<file path="src/rtl/swdh_pkg.sv">
// Package for the SWD host transaction engine: beat types, codes and the
// header and result helper functions. No dependencies.

package swdh_pkg;

   localparam int unsigned WordWidth = 32;
   localparam int unsigned AddrWidth = 8;
   localparam int unsigned AckWidth  = 3;
   localparam int unsigned CntWidth  = 8;

   // result kinds
   localparam logic [1:0] KIND_REQUEST = 2'd0;
   localparam logic [1:0] KIND_WRITE   = 2'd1;
   localparam logic [1:0] KIND_DONE    = 2'd2;

   // ack codes
   localparam logic [AckWidth-1:0] ACK_OK    = 3'd1;
   localparam logic [AckWidth-1:0] ACK_WAIT  = 3'd2;
   localparam logic [AckWidth-1:0] ACK_FAULT = 3'd4;

   localparam logic [AddrWidth-1:0] RDBUFF_ADDR = 8'h0C;
   localparam logic [CntWidth-1:0]  RETRY_RESET = 8'd100;

   localparam logic STATUS_OK   = 1'b0;
   localparam logic STATUS_FAIL = 1'b1;

   typedef struct packed {
      logic                 operation;
      logic                 access_port;
      logic                 read_access;
      logic [AddrWidth-1:0] reg_address;
      logic [WordWidth-1:0] write_value;
      logic [AckWidth-1:0]  reply_ack;
      logic [WordWidth-1:0] reply_data;
      logic                 reply_parity;
   } item_type;

   typedef struct packed {
      logic [1:0]           kind;
      logic [7:0]           request_byte;
      logic [WordWidth-1:0] write_word;
      logic                 write_parity;
      logic                 status;
      logic [WordWidth-1:0] read_value;
      logic                 last_of_run;
   } result_type;

   // one or two result beats produced by one item
   typedef struct packed {
      logic       two;
      result_type first;
      result_type second;
   } pair_type;

   // sequencer to stages
   typedef struct packed {
      logic advance;  // input item consumed this cycle
      logic load;     // result pair written to the output stage
   } seq_ctl_type;

   // request header: start, APnDP, RnW, A[3:2], parity, stop, park
   function automatic logic [7:0] build_header(input logic ap, input logic rd,
                                               input logic [AddrWidth-1:0] addr);
      logic [7:0] h;
      h      = {1'b1, 1'b0, 1'b0, addr[3:2], rd, ap, 1'b1};
      h[5]   = ^h[4:1];
      return h;
   endfunction

   function automatic result_type mk_request(input logic [7:0] hdr);
      result_type r;
      r              = '0;
      r.kind         = KIND_REQUEST;
      r.request_byte = hdr;
      r.last_of_run  = 1'b1;
      return r;
   endfunction

   function automatic result_type mk_write(input logic [WordWidth-1:0] word);
      result_type r;
      r              = '0;
      r.kind         = KIND_WRITE;
      r.write_word   = word;
      r.write_parity = ^word;
      return r;
   endfunction

   function automatic result_type mk_done(input logic st, input logic [WordWidth-1:0] rval);
      result_type r;
      r             = '0;
      r.kind        = KIND_DONE;
      r.status      = st;
      r.read_value  = rval;
      r.last_of_run = 1'b1;
      return r;
   endfunction

endpackage

</file>
<file path="src/rtl/swdh_if.sv">
// Channel interfaces of the SWD host transaction engine: command/reply,
// result and register write. Depends on swdh_pkg.

interface swdh_req_if;
   import swdh_pkg::*;
   logic                 valid;
   logic                 ready;
   logic                 operation;
   logic                 access_port;
   logic                 read_access;
   logic [AddrWidth-1:0] reg_address;
   logic [WordWidth-1:0] write_value;
   logic [AckWidth-1:0]  reply_ack;
   logic [WordWidth-1:0] reply_data;
   logic                 reply_parity;

   modport source (output valid, operation, access_port, read_access, reg_address,
                   write_value, reply_ack, reply_data, reply_parity, input ready);
   modport sink   (input valid, operation, access_port, read_access, reg_address,
                   write_value, reply_ack, reply_data, reply_parity, output ready);
endinterface

interface swdh_rsp_if;
   import swdh_pkg::*;
   logic                 valid;
   logic                 ready;
   logic [1:0]           result_kind;
   logic [7:0]           request_byte;
   logic [WordWidth-1:0] write_word;
   logic                 write_parity;
   logic                 status;
   logic [WordWidth-1:0] read_value;
   logic                 last_of_run;

   modport source (output valid, result_kind, request_byte, write_word, write_parity,
                   status, read_value, last_of_run, input ready);
   modport sink   (input valid, result_kind, request_byte, write_word, write_parity,
                   status, read_value, last_of_run, output ready);
endinterface

interface swdh_csr_if;
   import swdh_pkg::*;
   logic                valid;
   logic                ready;
   logic [CntWidth-1:0] data;

   modport source (output valid, data, input ready);
   modport sink   (input valid, data, output ready);
endinterface

</file>
<file path="src/rtl/swdh_in_stage.sv">
// Input register of the SWD host transaction engine: holds one accepted beat
// until the sequencer consumes it. Depends on swdh_pkg and swdh_req_if.

module swdh_in_stage (
   input  logic                  clock,
   input  logic                  reset,
   swdh_req_if.sink              req,
   input  swdh_pkg::seq_ctl_type ctl,
   output logic                  item_valid,
   output swdh_pkg::item_type    item
);
   import swdh_pkg::*;

   logic     valid_ff, valid_in;
   item_type item_ff;
   logic     take;

   assign req.ready = !valid_ff || ctl.advance;
   assign take      = req.valid && req.ready;
   assign valid_in  = take ? 1'b1 : (ctl.advance ? 1'b0 : valid_ff);

   always_ff @(posedge clock) begin
      if (reset) begin
         valid_ff <= 1'b0;
      end else begin
         valid_ff <= valid_in;
      end
   end

   always_ff @(posedge clock) begin
      if (take) begin
         item_ff <= '{operation:    req.operation,
                      access_port:  req.access_port,
                      read_access:  req.read_access,
                      reg_address:  req.reg_address,
                      write_value:  req.write_value,
                      reply_ack:    req.reply_ack,
                      reply_data:   req.reply_data,
                      reply_parity: req.reply_parity};
      end
   end

   assign item_valid = valid_ff;
   assign item       = item_ff;

endmodule

</file>
<file path="src/rtl/swdh_seq.sv">
// Transaction sequencer: phase, retry count, pending header and write word,
// and the retry limit register. Depends on swdh_pkg and swdh_csr_if.

module swdh_seq (
   input  logic                  clock,
   input  logic                  reset,
   swdh_csr_if.sink              csr,
   input  logic                  item_valid,
   input  swdh_pkg::item_type    item,
   input  logic                  pair_free,
   output swdh_pkg::seq_ctl_type ctl,
   output swdh_pkg::pair_type    pair
);
   import swdh_pkg::*;

   localparam logic PHASE_IDLE = 1'b0;
   localparam logic PHASE_BUSY = 1'b1;

   logic                 phase_ff, phase_in;
   logic [CntWidth-1:0]  attempt_ff, attempt_in;
   logic [7:0]           pend_req_ff, pend_req_in;
   logic [WordWidth-1:0] pend_wr_ff, pend_wr_in;
   logic                 posted_ff, posted_in;
   logic [CntWidth-1:0]  limit_ff;
   logic                 produces;
   pair_type             pair_c;

   assign csr.ready = 1'b1;

   always_comb begin
      phase_in    = phase_ff;
      attempt_in  = attempt_ff;
      pend_req_in = pend_req_ff;
      pend_wr_in  = pend_wr_ff;
      posted_in   = posted_ff;
      produces    = 1'b0;
      pair_c      = '0;
      if (!item.operation) begin
         if (phase_ff == PHASE_IDLE) begin
            pend_req_in  = build_header(item.access_port, item.read_access, item.reg_address);
            pend_wr_in   = item.write_value;
            posted_in    = item.access_port & item.read_access;
            attempt_in   = 8'd1;
            phase_in     = PHASE_BUSY;
            produces     = 1'b1;
            pair_c.first = mk_request(pend_req_in);
         end
      end else if (phase_ff == PHASE_BUSY) begin
         produces = 1'b1;
         if (item.reply_ack == ACK_WAIT) begin
            if (attempt_ff < limit_ff) begin
               attempt_in   = attempt_ff + 8'd1;
               pair_c.first = mk_request(pend_req_ff);
            end else begin
               phase_in     = PHASE_IDLE;
               posted_in    = 1'b0;
               pair_c.first = mk_done(STATUS_FAIL, '0);
            end
         end else if (item.reply_ack != ACK_OK) begin
            // fault and the undefined ack codes
            phase_in     = PHASE_IDLE;
            posted_in    = 1'b0;
            pair_c.first = mk_done(STATUS_FAIL, '0);
         end else if (!pend_req_ff[2]) begin
            phase_in      = PHASE_IDLE;
            posted_in     = 1'b0;
            pair_c.two    = 1'b1;
            pair_c.first  = mk_write(pend_wr_ff);
            pair_c.second = mk_done(STATUS_OK, '0);
         end else if ((^item.reply_data) != item.reply_parity) begin
            phase_in     = PHASE_IDLE;
            posted_in    = 1'b0;
            pair_c.first = mk_done(STATUS_FAIL, '0);
         end else if (posted_ff) begin
            // AP read data arrives on the following RDBUFF read
            posted_in    = 1'b0;
            pend_req_in  = build_header(1'b0, 1'b1, RDBUFF_ADDR);
            attempt_in   = 8'd1;
            pair_c.first = mk_request(pend_req_in);
         end else begin
            phase_in     = PHASE_IDLE;
            posted_in    = 1'b0;
            pair_c.first = mk_done(STATUS_OK, item.reply_data);
         end
      end
   end

   assign ctl.advance = item_valid && (!produces || pair_free);
   assign ctl.load    = ctl.advance && produces;
   assign pair        = pair_c;

   always_ff @(posedge clock) begin
      if (reset) begin
         phase_ff    <= PHASE_IDLE;
         attempt_ff  <= '0;
         pend_req_ff <= '0;
         pend_wr_ff  <= '0;
         posted_ff   <= 1'b0;
      end else if (ctl.advance) begin
         phase_ff    <= phase_in;
         attempt_ff  <= attempt_in;
         pend_req_ff <= pend_req_in;
         pend_wr_ff  <= pend_wr_in;
         posted_ff   <= posted_in;
      end
   end

   always_ff @(posedge clock) begin
      if (reset) begin
         limit_ff <= RETRY_RESET;
      end else if (csr.valid) begin
         limit_ff <= csr.data;
      end
   end

endmodule

</file>
<file path="src/rtl/swdh_out_stage.sv">
// Result register: holds one or two result beats and hands them out in
// order. Depends on swdh_pkg and swdh_rsp_if.

module swdh_out_stage (
   input  logic                  clock,
   input  logic                  reset,
   input  swdh_pkg::seq_ctl_type ctl,
   input  swdh_pkg::pair_type    pair,
   output logic                  pair_free,
   swdh_rsp_if.source            rsp
);
   import swdh_pkg::*;

   logic       valid_ff, valid_in;
   logic       sel_ff, sel_in;
   pair_type   pair_ff;
   result_type beat;
   logic       last_beat, fire;

   assign beat      = sel_ff ? pair_ff.second : pair_ff.first;
   assign last_beat = !pair_ff.two || sel_ff;
   assign fire      = valid_ff && rsp.ready;
   assign pair_free = !valid_ff || (rsp.ready && last_beat);

   always_comb begin
      valid_in = valid_ff;
      sel_in   = sel_ff;
      if (ctl.load) begin
         valid_in = 1'b1;
         sel_in   = 1'b0;
      end else if (fire) begin
         if (last_beat) begin
            valid_in = 1'b0;
            sel_in   = 1'b0;
         end else begin
            sel_in   = 1'b1;
         end
      end
   end

   always_ff @(posedge clock) begin
      if (reset) begin
         valid_ff <= 1'b0;
         sel_ff   <= 1'b0;
      end else begin
         valid_ff <= valid_in;
         sel_ff   <= sel_in;
      end
   end

   always_ff @(posedge clock) begin
      if (ctl.load) begin
         pair_ff <= pair;
      end
   end

   assign rsp.valid        = valid_ff;
   assign rsp.result_kind  = beat.kind;
   assign rsp.request_byte = beat.request_byte;
   assign rsp.write_word   = beat.write_word;
   assign rsp.write_parity = beat.write_parity;
   assign rsp.status       = beat.status;
   assign rsp.read_value   = beat.read_value;
   assign rsp.last_of_run  = beat.last_of_run;

endmodule

</file>
<file path="src/rtl/swd_host_transaction_engine_core.sv">
// SWD host transaction engine, top level. A beat taken on req passes the
// input register, then the result register, before its first result shows
// on rsp. Throughput: one req beat per cycle while rsp takes every beat;
// only an OK write reply needs two rsp beats, which can hold req back.
// Reset (synchronous, active high) empties both registers, returns to idle
// and loads the retry limit with 100. Depends on swdh_pkg, swdh_if.

module swd_host_transaction_engine_core (
   input  logic       clock,
   input  logic       reset,
   swdh_req_if.sink   req,
   swdh_rsp_if.source rsp,
   swdh_csr_if.sink   csr
);
   import swdh_pkg::*;

   // input register -> sequencer
   logic        item_valid;
   item_type    item;
   // sequencer -> stages
   seq_ctl_type ctl;
   pair_type    pair;
   // result register back-pressure
   logic        pair_free;

   // Input register. req.ready is high whenever the held item will be
   // consumed this cycle, so commands stream in at full rate.
   swdh_in_stage u_in (
      .clock      (clock),
      .reset      (reset),
      .req        (req),
      .ctl        (ctl),
      .item_valid (item_valid),
      .item       (item)
   );

   // Sequencer: builds the header, counts WAIT retries against the limit,
   // chains the RDBUFF read after a posted AP read. Items that produce no
   // result (command while busy, reply while idle) drain without waiting
   // on the result register.
   swdh_seq u_seq (
      .clock      (clock),
      .reset      (reset),
      .csr        (csr),
      .item_valid (item_valid),
      .item       (item),
      .pair_free  (pair_free),
      .ctl        (ctl),
      .pair       (pair)
   );

   // Result register: one or two beats per item, handed out in order.
   swdh_out_stage u_out (
      .clock     (clock),
      .reset     (reset),
      .ctl       (ctl),
      .pair      (pair),
      .pair_free (pair_free),
      .rsp       (rsp)
   );

   // The result register is only loaded when it has room.
   a_load_has_room: assert property (@(posedge clock) disable iff (reset)
      ctl.load |-> pair_free)
      else $error("result pair loaded over a pending beat");

   // A held item that is not consumed must still be there next cycle.
   a_item_kept: assert property (@(posedge clock) disable iff (reset)
      item_valid && !ctl.advance |=> item_valid)
      else $error("input item dropped");

   // A write word beat is always followed by a successful completion.
   a_write_then_done: assert property (@(posedge clock) disable iff (reset)
      rsp.valid && rsp.ready && rsp.result_kind == KIND_WRITE |=>
         rsp.valid && rsp.result_kind == KIND_DONE && rsp.status == STATUS_OK)
      else $error("write word not followed by completion");

   // Completions close the run of an item.
   a_done_is_last: assert property (@(posedge clock) disable iff (reset)
      rsp.valid && rsp.result_kind == KIND_DONE |-> rsp.last_of_run)
      else $error("completion without last_of_run");

endmodule
</file>
<file path="src/flat_wrapper.sv">
// flat-port wrapper written by rule: the top's interface ports become plain ports
module swd_host_transaction_engine_core_flat import swdh_pkg::*;
  (clock, reset, req_valid, req_operation, req_access_port, req_read_access, req_reg_address, req_write_value, req_reply_ack, req_reply_data, req_reply_parity, req_ready, rsp_valid, rsp_result_kind, rsp_request_byte, rsp_write_word, rsp_write_parity, rsp_status, rsp_read_value, rsp_last_of_run, rsp_ready, csr_valid, csr_data, csr_ready);
  swdh_req_if req_i ();
  swdh_rsp_if rsp_i ();
  swdh_csr_if csr_i ();
  input  logic clock;
  input  logic reset;
  input wire logic [$bits(req_i.valid)-1:0] req_valid;
  input wire logic [$bits(req_i.operation)-1:0] req_operation;
  input wire logic [$bits(req_i.access_port)-1:0] req_access_port;
  input wire logic [$bits(req_i.read_access)-1:0] req_read_access;
  input wire logic [$bits(req_i.reg_address)-1:0] req_reg_address;
  input wire logic [$bits(req_i.write_value)-1:0] req_write_value;
  input wire logic [$bits(req_i.reply_ack)-1:0] req_reply_ack;
  input wire logic [$bits(req_i.reply_data)-1:0] req_reply_data;
  input wire logic [$bits(req_i.reply_parity)-1:0] req_reply_parity;
  output wire logic [$bits(req_i.ready)-1:0] req_ready;
  output wire logic [$bits(rsp_i.valid)-1:0] rsp_valid;
  output wire logic [$bits(rsp_i.result_kind)-1:0] rsp_result_kind;
  output wire logic [$bits(rsp_i.request_byte)-1:0] rsp_request_byte;
  output wire logic [$bits(rsp_i.write_word)-1:0] rsp_write_word;
  output wire logic [$bits(rsp_i.write_parity)-1:0] rsp_write_parity;
  output wire logic [$bits(rsp_i.status)-1:0] rsp_status;
  output wire logic [$bits(rsp_i.read_value)-1:0] rsp_read_value;
  output wire logic [$bits(rsp_i.last_of_run)-1:0] rsp_last_of_run;
  input wire logic [$bits(rsp_i.ready)-1:0] rsp_ready;
  input wire logic [$bits(csr_i.valid)-1:0] csr_valid;
  input wire logic [$bits(csr_i.data)-1:0] csr_data;
  output wire logic [$bits(csr_i.ready)-1:0] csr_ready;
  assign req_i.valid = req_valid;
  assign req_i.operation = req_operation;
  assign req_i.access_port = req_access_port;
  assign req_i.read_access = req_read_access;
  assign req_i.reg_address = req_reg_address;
  assign req_i.write_value = req_write_value;
  assign req_i.reply_ack = req_reply_ack;
  assign req_i.reply_data = req_reply_data;
  assign req_i.reply_parity = req_reply_parity;
  assign req_ready = req_i.ready;
  assign rsp_valid = rsp_i.valid;
  assign rsp_result_kind = rsp_i.result_kind;
  assign rsp_request_byte = rsp_i.request_byte;
  assign rsp_write_word = rsp_i.write_word;
  assign rsp_write_parity = rsp_i.write_parity;
  assign rsp_status = rsp_i.status;
  assign rsp_read_value = rsp_i.read_value;
  assign rsp_last_of_run = rsp_i.last_of_run;
  assign rsp_i.ready = rsp_ready;
  assign csr_i.valid = csr_valid;
  assign csr_i.data = csr_data;
  assign csr_ready = csr_i.ready;
  swd_host_transaction_engine_core u_core (.clock(clock), .reset(reset), .req(req_i), .rsp(rsp_i), .csr(csr_i));
endmodule
</file>
<file path="config.mk">
export PLATFORM = sky130hd
export DESIGN_NAME = swd_host_transaction_engine_core_flat
export DESIGN_NICKNAME = d
export VERILOG_FILES = /design/src/rtl/swdh_pkg.sv /design/src/rtl/swdh_if.sv /design/src/rtl/swdh_in_stage.sv /design/src/rtl/swdh_seq.sv /design/src/rtl/swdh_out_stage.sv /design/src/rtl/swd_host_transaction_engine_core.sv /design/src/flat_wrapper.sv
export SDC_FILE = /design/constraint.sdc
export NUM_CORES = 1
export LEC_CHECK = 0
export BUFFER_PORTS_ARGS = -buffer_cell sky130_fd_sc_hd__buf_2
export CAP_MARGIN = 20
export CORE_MARGIN = 3
export CORE_UTILIZATION = 46
export CTS_CLUSTER_SIZE = 25
export DETAILED_ROUTE_END_ITERATION = 10
export PLACE_DENSITY_LB_ADDON = 0.05
export SYNTH_ARGS = -nofsm -noshare
export SYNTH_HDL_FRONTEND = slang
export SYNTH_SLANG_ARGS = --single-unit
</file>
<file path="constraint.sdc">
create_clock -name clock -period 5.4 [get_ports clock]
set_clock_uncertainty 0.2 [all_clocks]
set_input_delay 0.27 -clock clock [delete_from_list [all_inputs] [get_ports clock]]
set_output_delay 0.27 -clock clock [all_outputs]
set_load 0.05 [all_outputs]
</file>
Word-level counts from Yosys, hierarchy flattened --
Cells that the tools add are included.
Operators by class: $add $sub $neg 1, $lt $le $gt $ge 1, equality and inequality tests 16, mux-type cells 53, bitwise gates (word level) 3, reduce and logical (&&, ||, !) cells 27
Operators by type and width (number):
- 2-to-1 mux 77 bit | 11
- 2-to-1 mux 154 bit | 1
- 2-to-1 mux 8 bit | 17
- 2-to-1 mux 75 bit | 1
- XOR reduction 32 bit | 2
- 2-to-1 mux 1 bit | 23
- inequality test 3 bit, second input constant | 6
- AND reduction 8 bit | 2
- inequality test 2 bit, second input constant | 6
- adder 8 x 1 -> 8 bit, second input constant | 1
- less-than comparator 8 bit | 1
- nonzero test 2 bit | 3
- logical AND 1 bit | 5
- AND reduction 5 bit | 1
- zero test 1 bit | 4
- logical OR 1 bit | 4
- AND reduction 4 bit | 1
- OR reduction 4 bit | 1
- XOR reduction 4 bit | 1
- equality test 3 x 2 -> 1 bit, second input constant | 1
- inequality test 3 x 1 -> 1 bit, second input constant | 1
- AND reduction 3 bit | 1
- inequality test 2 x 1 -> 1 bit, second input constant | 1
- inverter 1 bit | 2
- other kinds (4) | 4
Storage, ports and cells: register bits 291, logic and storage cells 134

Depth between registers and ports, before layout --
depth in word-level cells 9, gate-level depth with buffers 10, gate-level depth less buffers 9

Modules after synthesis --
A second synthesis with hierarchy kept.
Unflattened totals: cell total of the unflattened synthesis 903, area total of the unflattened synthesis 12559.5 µm²
By module, submodules not included:
- swdh_out_stage | instances 1, cells each 251, area each 5745.5 µm², seq. area each 4694.5 µm²
- swdh_seq | instances 1, cells each 568, area each 4386.7 µm², seq. area each 1121.1 µm²
- swdh_in_stage | instances 1, cells each 84, area each 2427.3 µm², seq. area each 2392.3 µm²

Worst setup path after synthesis --
No wires, ideal clock.
path kind register -> register, start reg u_core.u_in.item_ff (netlist bit u_core.u_in.item[78]), end reg u_core.u_out.pair_ff[100] (netlist bit) (enable), setup time 512 ps, arrival 4474 ps, data required time 4688 ps, setup slack 214 ps, cell stages (with the launch flop) 6, path buffers 1, period minus slack after synthesis 5186 ps, cells stage by stage edfxtp_1 clkbuf_1 inv_1 ha_1 o21ai_0 nor2_1
On the way: word-level cells in the longest chain between the ends 5
RTL lines:
- start, declared | line swdh_in_stage.sv:15 | item_type item_ff;
- start signal, assigned | line swdh_in_stage.sv:32 | item_ff <= '{operation: req.operation,
- 2-to-1 mux 1 bit * | line swdh_seq.sv:38 | if (!item.operation) begin
- zero test 1 bit | line swdh_seq.sv:88 | assign ctl.advance = item_valid && (!produces || pair_free);
- logical OR 1 bit | line swdh_seq.sv:88
- logical AND 1 bit | line swdh_seq.sv:88
- logical AND 1 bit * | line swdh_seq.sv:89 | assign ctl.load = ctl.advance && produces;
- end signal, assigned | line swdh_out_stage.sv:53 | pair_ff <= pair;
- end, declared | line swdh_out_stage.sv:16 | pair_type pair_ff;
Mark *: on every way between the ends. The rest lies on a longest branch, timed or not. A chain may end at the register's enable or synchronous reset.

Worst setup path in the final report --
start reg u_core.u_in.item_ff (netlist bit u_core.u_in.item[78]), end reg u_core.u_in.item_ff (netlist bit u_core.u_in.item[5]) (enable)
On the way: word-level cells in the longest chain between the ends 6
RTL lines:
- 2-to-1 mux 1 bit | line swdh_seq.sv:38
- zero test 1 bit | line swdh_seq.sv:88
- logical OR 1 bit | line swdh_seq.sv:88
- logical AND 1 bit | line swdh_seq.sv:88
- logical OR 1 bit | line swdh_in_stage.sv:18 | assign req.ready = !valid_ff || ctl.advance;
- logical AND 1 bit | line swdh_in_stage.sv:19 | assign take = req.valid && req.ready;
- net u_core.u_in.take | line swdh_in_stage.sv:16 | logic take;
The timed path passes the listed nets, and every way through them passes these cells.

==> results.md <==
- The highest-delay cell along the critical path is sky130_fd_sc_hd__and2_4.
- The overall die area is 20800 sq um.
- The critical path startpoint category is a flop.
- After clock tree synthesis, the clock-pin slew on the worst setup and hold paths is 0.06 ns.
- In the routed design, unresolved DRC markers number 0.
- Counting buffers and inverters, the worst setup path is 5 cells deep.
- The post-cts resize count is 0.
- When the netlist entered floorplanning its net count stood at 829.
- The synthesis-to-finish area growth is 30.3%.
- The total power after layout is 3.76 mW.
- The post-synthesis sequential area ratio is 0.642.
- The total negative setup slack is 0 ns.
- Buffers inserted during clock tree synthesis total 23.
- The total congestion overflow is 0.
- The register cell area after layout is 5660 sq um.
- Once layout is complete, the utilization of the core stands at 0.624.
- The worst pin sits at a relative slew slack of 0.275.
- The critical path required time is 5.30 ns.
- The number of nets with antenna violations after routing is 0.
- The count of final hold-check violations is 0.
- The cell area after technology mapping is 8800 sq um.
- The flow ran to the end, and the final reports show no timing, DRC or antenna violations.
- From left edge to right edge, the die measures 144 um.
- From bottom edge to top edge, the die measures 144 um.
- For this design the ratio of total power to cell area is 328 nW/um^2.
- The analysis attributes to cell leakage a power of 4.45 nW.
- The worst min-delay path category is primary input to flop.
- The dominant synthesized flop cell is sky130_fd_sc_hd__edfxtp_1.
- The synthesized area per cell is 12.1 sq um.
- The violation count after the first detailed-routing iteration is 238.
- Entering global routing, the biggest net connects 78 pins.
- Along the worst hold path, the cell count comes to 3.
- The actual slew at the worst max-slew pin is 1.09 ns.
- Clock tree synthesis selected as its root buffer the cell sky130_fd_sc_hd__clkbuf_16.
- The TritonCTS clock tree is built.
- The number of buffers and inverters on the critical path is 1.
- The initial utilization of the core area, before any placement, comes to 0.479.
- Detailed routing inserted a total of 5989 vias.
- Synthesis inferred 208 register bits.
- Counting flops with a built-in enable in the synthesized netlist gives 149.
- The filler cell count in the final layout is 1454.
- The cell type group with the largest total delay on the critical path is simple AND/OR/NAND/NOR gates.
- The number of antenna cells inserted is 0.
- The overall track demand over capacity in global routing is 0.177.
- The max-slew violation count came to 0.
- Counting I/O delays and the setup requirement, the final critical path takes 3.07 ns.
- At the end of routability-driven placement, the weighted congestion stood at 0.834.
- The number of antenna violations at the first check in global routing is 0.
- The number of port buffers is 163.
- The worst setup path is captured at a flop.
- Across the run, the number of max-cap violations was 0.
- In the final layout, the share of cells above drive strength 1 is 0.218.
- The number of detailed-routing iterations run before antenna repair is 4.
- Setup repair after global routing left no endpoint under its margin.
- The clock passes through at most 3 buffers.
- The share of flip-flops with an asynchronous set or reset after synthesis is 0.
- The number of H-tree levels is 1.
- During I/O placement, the number of pins put on the boundary was 172.
- Summed over all layers, the routed wires come to 18.7 mm.
- The number of hold-repair buffers added at the cts stage is 92.
- The largest single stage delay on the critical path is 0.86 ns.
- After synthesis, the netlist uses 47 different library cells.
- The number of endpoints failing setup at the final stage is 0.
- The number of global-route vias before repair was 6030.
- Detailed placement finished with a half-perimeter wire length of 11.6 mm.
- The fmax is 326 MHz.
- CTS saw 208 sinks.
- After detailed routing, the average wire length per cell comes to 15.4 um.
- Of all nets on the critical path, the largest fanout is 73.
- The worst path arrival time is 2.97 ns.
- The clock insertion delay at the later pin of the skew report is 0.49 ns.
- IR analysis of the VDD net gives a maximum drop of 270 uV.
- The number of warnings reported in the yosys synthesis log is 0.
- The floorplan has 49 rows.
- The final net count is 1079.
- The vias per cell is 4.91.
- The total area of multi-input combinational cells is 2950 sq um.
- The first-pass GRT wire length is 29.5 mm.
- The signal on the critical path passes through inv_1, ha_1, nand2b_1, or2_2, and2_4.
- The post-route clock period utilization is 0.569.
- The worst reg-to-reg path cell count is 5.
- The post-CTS setup buffer count is 0.
- The core region is 18400 sq um.
- The critical path start-end classification is flop to flop.
- The gate count after technology mapping is 725.
cell usage after synthesis, drive strengths merged (5+ instances only):
| cell type | instances | area (sq um) |
|---|---|---|
| dfxtp | 59 | 1180 |
| nand3 | 6 | 30.0 |
| nor3 | 8 | 40.0 |
| nor2b | 76 | 475 |
| and2 | 67 | 419 |
| xor2 | 5 | 43.8 |
| inv | 18 | 67.6 |
| o221a | 7 | 78.8 |
| clkbuf | 32 | 124 |
| mux2i | 7 | 70.1 |
| a21oi | 46 | 230 |
| nor2 | 28 | 105 |
| nand2 | 79 | 297 |
| o21ai | 23 | 115 |
| ha | 12 | 150 |
| xnor2 | 56 | 498 |
| o21a | 5 | 37.5 |
| edfxtp | 149 | 4470 |
final timing paths:
path	from	end	slack, ns
min reg2reg	u_core.u_seq.pend_req_ff[5]	u_core.u_seq.pend_req_ff[5]	0.27
max	u_core.u_in.item[78]	u_core.u_in.item[5]	2.33
max reg2reg	u_core.u_in.item[78]	u_core.u_in.item[5]	2.33
min	csr_valid	u_core.u_seq.limit_ff[1]	0.02
logic make-up (layout without fill, tap and decap cells):
family,after synthesis,after routing,synth area share
other,2,2,0.000853
adder cells (fa/ha/maj),12,12,0.0171
flip-flops,208,208,0.642
AO/OA/AOI/OAI,103,103,0.0738
AND/OR/NAND/NOR,275,275,0.165
multiplexers,8,8,0.00966
XOR/XNOR,63,63,0.0667
buffers and inverters,54,320,0.0247
final cells by class:
| type | instances | area share |
|---|---|---|
| flip-flops and latches | 208 | 0.493 |
| multi-input cells | 463 | 0.257 |
| repair buffers | 261 | 0.157 |
| clock buffers | 34 | 0.0573 |
| well taps | 229 | 0.0250 |
| inverters | 18 | 0.00589 |
| clock inverters | 7 | 0.00502 |
metrics by stage:
step                      instance area [sq um]  worst slack (ns)  hold slack, ns  instances
after detailed placement                   9840              2.40           0.248       1087
after floorplan                            8800             0.214           0.169        725
final                                     11500              2.33          0.0186       1220
after CTS                                 11500              2.37        0.000599       1220
after global placement                     9810              2.44           0.241       1086
after global routing                      11500              2.14          0.0419       1220
sequential cells by signal (all words and copies together), names as in the netlist:
register / cells
u_core.u_seq.pend_req_ff: 6
u_core.u_in.item: 73
u_core.u_seq.attempt_ff: 8
u_core.u_out.pair_ff: 76
u_core.u_seq.phase_ff: 1
u_core.u_seq.pend_wr_ff: 32
u_core.u_in.item_valid: 1
u_core.u_seq.limit_ff: 8
u_core.u_out.sel_ff: 1
u_core.u_seq.posted_ff: 1
u_core.u_out.rsp.valid: 1
worst register-to-register path, stage by stage, from the launching register on:
cell and delay, ns:
sky130_fd_sc_hd__edfxtp_1 0.56, sky130_fd_sc_hd__inv_1 0.24, sky130_fd_sc_hd__ha_1 0.45, sky130_fd_sc_hd__nand2b_1 0.15
sky130_fd_sc_hd__or2_2 0.16, sky130_fd_sc_hd__and2_4 0.86
where the power goes:
group          switching [mW]  internal [mW]  leakage (nW)
combinational           0.272          0.203          2.19
clock                   0.593          0.885         0.353
sequential             0.0308           1.78          1.90
cells in the final DEF (no fill, tap or decap), types with 3 or more instances in the layout:
master,n
sky130_fd_sc_hd__nor3_1,7
sky130_fd_sc_hd__a21oi_1,46
sky130_fd_sc_hd__and2_1,66
sky130_fd_sc_hd__buf_4,5
sky130_fd_sc_hd__o211ai_1,3
sky130_fd_sc_hd__buf_2,163
sky130_fd_sc_hd__edfxtp_1,149
sky130_fd_sc_hd__mux2i_1,7
sky130_fd_sc_hd__xnor2_1,55
sky130_fd_sc_hd__clkinv_2,4
sky130_fd_sc_hd__dlygate4sd3_1,92
sky130_fd_sc_hd__o21a_1,5
sky130_fd_sc_hd__a41oi_1,3
sky130_fd_sc_hd__o221a_1,5
sky130_fd_sc_hd__xor2_1,5
sky130_fd_sc_hd__inv_1,18
sky130_fd_sc_hd__clkbuf_1,7
sky130_fd_sc_hd__ha_1,12
sky130_fd_sc_hd__nand3_1,6
sky130_fd_sc_hd__nor2b_1,76
sky130_fd_sc_hd__dfxtp_1,58
sky130_fd_sc_hd__clkbuf_16,23
sky130_fd_sc_hd__nor2_1,27
sky130_fd_sc_hd__nand2b_1,4
sky130_fd_sc_hd__nand2_1,79
sky130_fd_sc_hd__o21ai_0,21
sky130_fd_sc_hd__clkbuf_8,4
routing by layer:
metal,GRT usage,up-vias,part of all wire
met2,0.301,170,0.48
met3,0.0321,18,0.052
li1,-,2984,-
met1,0.239,2817,0.45
met4,0.0407,0,0.016
met5,0,-,0
Note: power is estimated with default switching activity, not from simulation.
